**src/hdl/nsc_pkg.sv**
```systemverilog
// nsc_pkg: shared types and codes for the natural string compare block
// no dependencies; imported by the channel interfaces, the top level and the checker
`default_nettype none

package nsc_pkg;

    typedef logic [7:0] byte_t;
    typedef logic signed [1:0] order_t;

    localparam order_t ORDER_LESS    = 2'sb11;
    localparam order_t ORDER_EQUAL   = 2'sb00;
    localparam order_t ORDER_GREATER = 2'sb01;

    localparam byte_t NUL_BYTE   = 8'h00;
    localparam byte_t DIGIT_LOW  = 8'h30;
    localparam byte_t DIGIT_HIGH = 8'h39;

    function automatic logic is_digit(input byte_t c);
        return (c >= DIGIT_LOW) && (c <= DIGIT_HIGH);
    endfunction

    function automatic order_t byte_order(input byte_t a, input byte_t b);
        order_t r;
        if (a > b)
        begin
            r = ORDER_GREATER;
        end
        else if (a < b)
        begin
            r = ORDER_LESS;
        end
        else
        begin
            r = ORDER_EQUAL;
        end
        return r;
    endfunction

endpackage

`default_nettype wire

```
**src/hdl/nsc_if.sv**
```systemverilog
// nsc_pair_if and nsc_order_if: valid/ready channels of the compare block
// depends on nsc_pkg for the payload types
`default_nettype none

interface nsc_pair_if;
    logic            valid;
    logic            ready;
    nsc_pkg::byte_t  char_a;
    nsc_pkg::byte_t  char_b;
    logic            first_pair;

    modport source (output valid, output char_a, output char_b, output first_pair,
                    input ready);
    modport sink   (input valid, input char_a, input char_b, input first_pair,
                    output ready);
endinterface

interface nsc_order_if;
    logic            valid;
    logic            ready;
    nsc_pkg::order_t order;

    modport source (output valid, output order, input ready);
    modport sink   (input valid, input order, output ready);
endinterface

`default_nettype wire

```
**src/hdl/natural_string_compare.sv**
```systemverilog
// natural_string_compare: streaming natural-order compare of two byte strings
// depends on nsc_pkg and the channel interfaces in nsc_if.sv
//
// usage
//   pairs  : one word per byte position, char_a and char_b in lockstep; 0 ends a string.
//            first_pair starts a new comparison and clears the run state.
//   result : one word per comparison, order = -1 / 0 / +1, given at the pair that
//            decides it; pairs after that are swallowed until the next first_pair.
// timing
//   a word is taken every cycle while pairs.ready is high; an input register feeds one level of
//   compare logic which loads the result register, so a deciding pair passes the input register
//   and then the result register before it shows on result. pairs that decide nothing
//   leave no trace but the updated run state.
// stalls
//   while result is held by the receiver, pairs that decide nothing still drain
//   through; only a deciding pair waits in the input register, and pairs.ready
//   drops behind it.
// reset
//   rst_n clears both registers' valid flags and sets the block to "decided",
//   so every pair is ignored until a word with first_pair arrives.
`default_nettype none

module natural_string_compare
(
    input  wire logic  clk,
    input  wire logic  rst_n,
    nsc_pair_if.sink   pairs,
    nsc_order_if.source result
);
    import nsc_pkg::*;

    // input register
    logic   in_valid_reg;
    byte_t  a_reg;
    byte_t  b_reg;
    logic   first_reg;

    // comparison state
    logic   in_run_reg,  in_run_next;
    order_t diff_reg,    diff_next;
    logic   decided_reg, decided_next;

    // result register
    logic   out_valid_reg;
    order_t order_reg, order_next;

    logic   emit;       // pair in the input register decides the comparison
    logic   advance;    // input register item leaves this cycle
    logic   pair_fire;

    // decision logic on the registered pair
    always_comb
    begin
        logic   run_w;
        order_t diff_w;
        logic   dec_w;
        logic   ad;
        logic   bd;
        logic   plain;

        run_w  = first_reg ? 1'b0 : in_run_reg;
        diff_w = first_reg ? ORDER_EQUAL : diff_reg;
        dec_w  = first_reg ? 1'b0 : decided_reg;
        ad     = is_digit(a_reg);
        bd     = is_digit(b_reg);
        plain  = 1'b0;

        in_run_next  = run_w;
        diff_next    = diff_w;
        decided_next = dec_w;
        emit         = 1'b0;
        order_next   = ORDER_EQUAL;

        if (!dec_w)
        begin
            if (run_w)
            begin
                if (ad && bd)
                begin
                    if (diff_w == ORDER_EQUAL)
                    begin
                        diff_next = byte_order(a_reg, b_reg);
                    end
                end
                else if (ad)
                begin
                    emit       = 1'b1;
                    order_next = ORDER_GREATER;
                end
                else if (bd)
                begin
                    emit       = 1'b1;
                    order_next = ORDER_LESS;
                end
                else if (diff_w != ORDER_EQUAL)
                begin
                    emit       = 1'b1;
                    order_next = diff_w;
                end
                else
                begin
                    // equal runs: the ending pair is compared as plain text
                    in_run_next = 1'b0;
                    plain       = 1'b1;
                end
            end
            else
            begin
                plain = 1'b1;
            end

            if (plain)
            begin
                if (a_reg == NUL_BYTE && b_reg == NUL_BYTE)
                begin
                    emit       = 1'b1;
                    order_next = ORDER_EQUAL;
                end
                else if (a_reg == NUL_BYTE)
                begin
                    emit       = 1'b1;
                    order_next = ORDER_LESS;
                end
                else if (b_reg == NUL_BYTE)
                begin
                    emit       = 1'b1;
                    order_next = ORDER_GREATER;
                end
                else if (ad && bd)
                begin
                    in_run_next = 1'b1;
                    diff_next   = byte_order(a_reg, b_reg);
                end
                else if (ad)
                begin
                    emit       = 1'b1;
                    order_next = ORDER_LESS;
                end
                else if (bd)
                begin
                    emit       = 1'b1;
                    order_next = ORDER_GREATER;
                end
                else if (byte_order(a_reg, b_reg) != ORDER_EQUAL)
                begin
                    emit       = 1'b1;
                    order_next = byte_order(a_reg, b_reg);
                end
            end

            if (emit)
            begin
                decided_next = 1'b1;
            end
        end
    end

    // a deciding pair needs a free result slot; anything else passes
    assign advance     = in_valid_reg && (!emit || !out_valid_reg || result.ready);
    assign pairs.ready = !in_valid_reg || advance;
    assign pair_fire   = pairs.valid && pairs.ready;

    always_ff @(posedge clk or negedge rst_n)
    begin
        if (!rst_n)
        begin
            in_valid_reg  <= 1'b0;
            in_run_reg    <= 1'b0;
            diff_reg      <= ORDER_EQUAL;
            decided_reg   <= 1'b1;
            out_valid_reg <= 1'b0;
        end
        else
        begin
            if (pairs.ready)
            begin
                in_valid_reg <= pairs.valid;
            end
            if (advance)
            begin
                in_run_reg  <= in_run_next;
                diff_reg    <= diff_next;
                decided_reg <= decided_next;
            end
            if (advance && emit)
            begin
                out_valid_reg <= 1'b1;
            end
            else if (result.ready)
            begin
                out_valid_reg <= 1'b0;
            end
        end
    end

    // payload registers
    always_ff @(posedge clk)
    begin
        if (pair_fire)
        begin
            a_reg     <= pairs.char_a;
            b_reg     <= pairs.char_b;
            first_reg <= pairs.first_pair;
        end
        if (advance && emit)
        begin
            order_reg <= order_next;
        end
    end

    assign result.valid = out_valid_reg;
    assign result.order = order_reg;

endmodule

`default_nettype wire

```
**src/flat_wrapper.sv**
```systemverilog
// flat-port wrapper written by rule: the top's interface ports become plain ports
module natural_string_compare_flat import nsc_pkg::*;
  (clk, rst_n, pairs_valid, pairs_char_a, pairs_char_b, pairs_first_pair, pairs_ready, result_valid, result_order, result_ready);
  nsc_pair_if pairs_i ();
  nsc_order_if result_i ();
  input  wire logic clk;
  input  wire logic rst_n;
  input wire logic [$bits(pairs_i.valid)-1:0] pairs_valid;
  input wire logic [$bits(pairs_i.char_a)-1:0] pairs_char_a;
  input wire logic [$bits(pairs_i.char_b)-1:0] pairs_char_b;
  input wire logic [$bits(pairs_i.first_pair)-1:0] pairs_first_pair;
  output wire logic [$bits(pairs_i.ready)-1:0] pairs_ready;
  output wire logic [$bits(result_i.valid)-1:0] result_valid;
  output wire logic [$bits(result_i.order)-1:0] result_order;
  input wire logic [$bits(result_i.ready)-1:0] result_ready;
  assign pairs_i.valid = pairs_valid;
  assign pairs_i.char_a = pairs_char_a;
  assign pairs_i.char_b = pairs_char_b;
  assign pairs_i.first_pair = pairs_first_pair;
  assign pairs_ready = pairs_i.ready;
  assign result_valid = result_i.valid;
  assign result_order = result_i.order;
  assign result_i.ready = result_ready;
  natural_string_compare u_core (.clk(clk), .rst_n(rst_n), .pairs(pairs_i), .result(result_i));
endmodule
```
**config.mk**
```make
export PLATFORM = sky130hd
export DESIGN_NAME = natural_string_compare_flat
export DESIGN_NICKNAME = d
export VERILOG_FILES = /design/src/hdl/nsc_pkg.sv /design/src/hdl/nsc_if.sv /design/src/hdl/natural_string_compare.sv /design/src/flat_wrapper.sv
export SDC_FILE = /design/constraint.sdc
export NUM_CORES = 1
export LEC_CHECK = 0
export ABC_AREA = 1
export BUFFER_PORTS_ARGS = -buffer_cell sky130_fd_sc_hd__buf_4
export CORE_MARGIN = 2
export CORE_UTILIZATION = 55
export CTS_CLUSTER_SIZE = 16
export DETAILED_ROUTE_END_ITERATION = 16
export PLACE_DENSITY = 0.83
export SYNTH_ARGS = -nofsm -noshare
export SYNTH_HDL_FRONTEND = slang
export SYNTH_SLANG_ARGS = --single-unit
```
**constraint.sdc**
```tcl
create_clock -name clk -period 3 [get_ports clk]
set_clock_uncertainty 0.1 [all_clocks]
set_input_delay 0 -clock clk [delete_from_list [all_inputs] [get_ports clk]]
set_output_delay 0 -clock clk [all_outputs]
set_load 0.01 [all_outputs]
```
# [Word level (Yosys, flattened, before mapping)]
# Cells that the tools add are included.
[word_totals] wordCells=102 output_inout_bits=4 regBits=25 input_bits=21
[classes] reduce_logical=19 muxes=68 n_lt_le_gt_ge=6
[ops] cell="2-to-1 mux 2 bit" n=33
[ops] cell="2-to-1 mux 1 bit" n=35
[ops] cell=">= comparator 8 x 6 -> 1 bit, second input constant" n=2
[ops] cell="<= comparator 8 x 6 -> 1 bit, second input constant" n=2
[ops] cell="zero test 8 bit" n=2
[ops] cell="> comparator 8 bit" n=1
[ops] cell="less-than comparator 8 bit" n=1
[ops] cell="logical AND 1 bit" n=7
[ops] cell="nonzero test 2 bit" n=3
[ops] cell="zero test 1 bit" n=3
[ops] cell="logical OR 1 bit" n=3
[ops] cell="zero test 2 bit" n=1

# [Logic depth before layout (Yosys ltp)]
[depth] depth_word=28 depth_mapped=16 mapped_depth_nobuf=16

# [Least setup slack after synthesis]
# No wires, ideal clock.
[synth_path] path_type="reg2reg" start="reg u_core.a_reg[7]" end="reg u_core.a_reg[0], enable pin" synth_period_minus_slack_ns=2.306 path_buffers=0 setup_slack_ns=0.694 required_ns=2.531 setup_time_ns=0.369 stages_incl_launch_ff=11 t_arrival_ns=1.837 path_cell_list="edfxtp_1 > ha_1 > nand2_1 > o21a_1 > nand2_1 > nand3_2 > nand2_2 > nand2_4 > nand3_2 > nand2_1 > inv_1"
[synth_via] elab_chain_cells=28 elab_cells_between_ends=42 classes_between="order compare (4); mux (27); reduce/logical (11)"
[synth_rtl] item="start: declaration" line="natural_string_compare.sv:34" rtl="byte_t a_reg;"
[synth_rtl] item="start signal: assignment" line="natural_string_compare.sv:201" rtl="a_reg <= pairs.char_a;"
[synth_rtl] item="less-than comparator 8 bit" line="nsc_pkg.sv:28" rtl="else if (a < b)"
[synth_rtl] item="2-to-1 mux 2 bit" line="nsc_pkg.sv:28"
[synth_rtl] item="2-to-1 mux 2 bit" line="nsc_pkg.sv:24" rtl="if (a > b)"
[synth_rtl] item="2-to-1 mux 2 bit" line="natural_string_compare.sv:139" rtl="else if (bd)"
[synth_rtl] item="2-to-1 mux 2 bit" line="natural_string_compare.sv:134" rtl="else if (ad)"
[synth_rtl] item="2-to-1 mux 2 bit" line="natural_string_compare.sv:129" rtl="else if (ad && bd)"
[synth_rtl] item="2-to-1 mux 2 bit" line="natural_string_compare.sv:124" rtl="else if (b_reg == NUL_BYTE)"
[synth_rtl] item="2-to-1 mux 2 bit" line="natural_string_compare.sv:119" rtl="else if (a_reg == NUL_BYTE)"
[synth_rtl] item="(+12 left out)"
[synth_rtl] item="2-to-1 mux 1 bit * (2 in series)" line="natural_string_compare.sv:74" rtl="if (!dec_w)"
[synth_rtl] item="zero test 1 bit *" line="natural_string_compare.sv:159" rtl="assign advance = in_valid_reg && (!emit || !out_valid_reg || result.ready);"
[synth_rtl] item="logical OR 1 bit * (2 in series)" line="natural_string_compare.sv:159"
[synth_rtl] item="logical AND 1 bit *" line="natural_string_compare.sv:159"
[synth_rtl] item="logical OR 1 bit *" line="natural_string_compare.sv:160" rtl="assign pairs.ready = !in_valid_reg || advance;"
[synth_rtl] item="named net pairs_ready" line="flat_wrapper.sv:12" rtl="output wire logic [$bits(pairs_i.ready)-1:0] pairs_ready;"
[synth_rtl] item="logical AND 1 bit *" line="natural_string_compare.sv:161" rtl="assign pair_fire = pairs.valid && pairs.ready;"
[synth_rtl] item="named net u_core.pair_fire" line="natural_string_compare.sv:49" rtl="logic pair_fire;"
# Mark *: on every way through the listed nets, which the timed path passes. The rest lies on a longest branch. The select of a mux whose other input is x is not followed.
# A chain may end at the register's enable or synchronous reset.

# [Final worst setup path]
[layout_path] start="reg u_core.b_reg[3]" end="reg u_core.a_reg[0], enable pin"
[layout_via] elab_chain_cells=28 elab_cells_between_ends=44 classes_between="order compare (4); mux (29); reduce/logical (11)"
[layout_rtl] item="start: declaration" line="natural_string_compare.sv:35" rtl="byte_t b_reg;"
[layout_rtl] item="start signal: assignment" line="natural_string_compare.sv:202" rtl="b_reg <= pairs.char_b;"
[layout_rtl] item="less-than comparator 8 bit" line="nsc_pkg.sv:28"
[layout_rtl] item="2-to-1 mux 2 bit" line="nsc_pkg.sv:28"
[layout_rtl] item="2-to-1 mux 2 bit" line="nsc_pkg.sv:24"
[layout_rtl] item="2-to-1 mux 2 bit" line="natural_string_compare.sv:139"
[layout_rtl] item="2-to-1 mux 2 bit" line="natural_string_compare.sv:134"
[layout_rtl] item="2-to-1 mux 2 bit" line="natural_string_compare.sv:129"
[layout_rtl] item="2-to-1 mux 2 bit" line="natural_string_compare.sv:124"
[layout_rtl] item="2-to-1 mux 2 bit" line="natural_string_compare.sv:119"
[layout_rtl] item="(+11 left out)"
[layout_rtl] item="2-to-1 mux 1 bit *" line="natural_string_compare.sv:112" rtl="if (plain)"
[layout_rtl] item="2-to-1 mux 1 bit * (2 in series)" line="natural_string_compare.sv:74"
[layout_rtl] item="zero test 1 bit *" line="natural_string_compare.sv:159"
[layout_rtl] item="logical OR 1 bit * (2 in series)" line="natural_string_compare.sv:159"
[layout_rtl] item="logical AND 1 bit *" line="natural_string_compare.sv:159"
[layout_rtl] item="logical OR 1 bit *" line="natural_string_compare.sv:160"
[layout_rtl] item="logical AND 1 bit *" line="natural_string_compare.sv:161"
[layout_rtl] item="named net u_core.pair_fire" line="natural_string_compare.sv:49"
# Marks and branches as above.

==> flow_summary_export.csv <==
group,metric,value,unit
status,status,"completed",
power_and_ir_drop,power.density,396,nW/um^2
drt,wl_per_cell,14.1,um
placed_design,place_ws,0.426,ns
drt,via_per_inst,5.45,
clock_network,clk_latency,0.32,ns
sta,worst_slack,0.250,ns
clock_network,cts_setup_buffers,0,
drt,drt_pass1_iterations,4,
drt,num_vias,1395,
yosys,synth_ff_type,"edfxtp_1",
setup_path,r2r_start,"u_core.b_reg[3]",
finish,nets,256,
placed_design,dp.cells,231,
sta,fin_setup_tns,0,ns
finish,fin_cells,256,
drt,ant_nets,0,
placed_design,dpl_cell_area,1720,um^2
yosys,yosysMostFrequentCell,"nand2_1",
clock_network,clock_sink_count,25,
drt,drt_iter0_drc,37,
yosys,netlist.area_leader.share,37.9,%
global_route,first_global_vias,1411,
sta,finalCritPeriodShare,91.7,%
yosys,ys.warnings.count,0,
sta,hold_slack,0.0526,ns
floorplan,num_io_pins,25,
yosys,yosysTopAreaCell,"edfxtp_1",
global_route,grt_max_degree,18,
sta,rsz0062_at_grt,"false",
yosys,synth_seq_cells,25,
setup_path,arrival,2.61,ns
yosys,async_flop_share,24.0,%
sta,finalHoldViolations,0,
floorplan,coreArea,2540,um^2
placed_design,gp_congestion,0.846,
setup_path,cp_top_family,"simple AND/OR/NAND/NOR gates",
setup_path,path_buf_inv,3,
sta,period_minus_slack,2.75,ns
yosys,synth_edf_count,19,
sta,tightest_slew,0.652,ns
global_route,globalRouteOverflowTotal,0,
floorplan,rows,18,
yosys,yosysUniqueCellTypes,23,
finish,finish.utilization,76.9,%
setup_path,worstSetupEndpointType,"register",
global_route,grt_pass1_wl,6.02,mm
hold_path,hold_class,"in -> async",
yosys,syn_area,1500,um^2
setup_path,crit_type,"reg -> reg",
global_route,antenna_found_initial,0,
clock_network,clock_path_buffers,2,
finish,stdcell_area,1960,um^2
sta,finalSetupViolations,0,
floorplan,start_util,59.1,%
drt,drc,0,
floorplan,die_w,56.3,um
clock_network,clkSlewWorstSetupHoldPaths,0.13,ns
yosys,synth_area_per_cell,8.50,um^2
power_and_ir_drop,total_power,775,uW
setup_path,crit_top_cell,"inv_1",
finish,antennaDiodeCount,0,
flow_run,max_cap_viol_count,0,
sta,slew_violations,0,
yosys,synth.area.top_cells,"edfxtp_1, nand2_1, dfrtp_1, ha_1, inv_1",
sta,fmax,364,MHz
clock_network,cts_made_buffers,3,
setup_path,cp-startpoint,"u_core.b_reg[3]",
yosys,postSynthCellCount,177,
yosys,synth-seq-area-share,48.0,%
yosys,syn_nets,206,
clock_network,cts.htree.levels,1,
yosys,synth_common_cells,"nand2_1, inv_1, edfxtp_1",
power_and_ir_drop,vdd.ir_drop.worst,384,uV
power_and_ir_drop,leakage,0.990,nW
placed_design,numPortBuffers,24,
setup_path,critPathMaxFanout,17,
finish,syn2layout_area_growth,30.2,%
setup_path,slowest_delay,0.48,ns
placed_design,dp_hpwl,2.30,mm
setup_path,start_kind,"register",
global_route,grt_usage,24.6,%
setup_path,path_cells,"inv_1 > ha_1 > nand2_1 > inv_1 > nand3_1 > nor3_2 > nand3_2 > nand2_2 > nand2_4 > nand3_2 > nand2_1 > inv_1",
sta,slew_headroom,56.5,%
setup_path,critPathRequiredTime,2.86,ns
floorplan,chipHeight,56.3,um
clock_network,cts_root_buf,"clkbuf_4",
floorplan,die_area,3170,um^2
drt,routed_wl,3.60,mm
clock_network,cts_tree,"built",
finish,drive_gt1_share,23.0,%
setup_path,cpMaxStageDelayCell,"inv_1",
## report_power, final
group,switching [mW],leakage (nW),internal [mW]
Sequential,0.0245,0.260,0.414
Combinational,0.103,0.715,0.0838
Clock,0.0967,0.0150,0.0521
## logic make-up after synthesis
group                      Yosys count  share of synthesized area, %
adders and majority gates            8                          6.66
DFF                                 25                          48.0
and+or+nand+nor                    105                          34.4
AOI/OAI and AO/OA                   10                          3.49
buffers and inverters               29                          7.49
## path summary, 6_finish.rpt
| path | to | slack [ns] | cells after the start |
|---|---|---|---|
| hold reg to reg | u_core.decided_reg | 0.40 | 2 |
| setup / recovery | u_core.a_reg[0] | 0.25 | 12 |
| setup reg to reg | u_core.a_reg[0] | 0.25 | 12 |
| max in group asynchronous | u_core.in_valid_reg | 2.09 | 3 |
| min in group clk | u_core.a_reg[1] | 0.28 | 2 |
| hold / removal | u_core.decided_reg | 0.05 | 2 |
## final cells by class
cell class	instances	area, um^2
clock buffer	4	26.3
fill	160	587
inverter	29	113
multi-input combinational	123	669
sequential	25	722
tap	30	37.5
timing repair buffer	45	390
## per-layer routing
metal	up-vias	wire [um]	global-route usage, %
met5	-	0	0
met4	0	129	11.9
met3	15	203	4.84
met2	48	1860	44.2
met1	665	1410	27.7
li1	667	-	-
## placed cells by master, fill, tap and decap left out
master         Yosys  routed
clkinv_1           1       1
o21a_1             1       1
nand3_2            5       5
ha_1               8       8
nand2_1           54      54
inv_1             23      23
nor2_2             4       4
dfstp_2            1       1
a21oi_1            6       6
nand3_1           10      10
clkbuf_4           0       3
dlygate4sd3_1      0      21
nor3_2             1       1
nand2_2            3       3
dfrtp_1            5       5
clkinv_2           1       1
nor2_4             1       1
o21ai_0            2       2
buf_4              0      24
inv_4              1       1
o21ai_1            1       1
clkbuf_1           0       1
inv_2              3       3
edfxtp_1          19      19
nand4_1            4       4
nand2_4            5       5
nor2_1            18      18
## timing repair
action	4_1_cts	5_1_grt
endpoints found under the hold margin	25	0
resized for setup	0	0
hold buffers	21	0
endpoints found under the setup margin	0	0
Power figures use the tool's default switching activity.
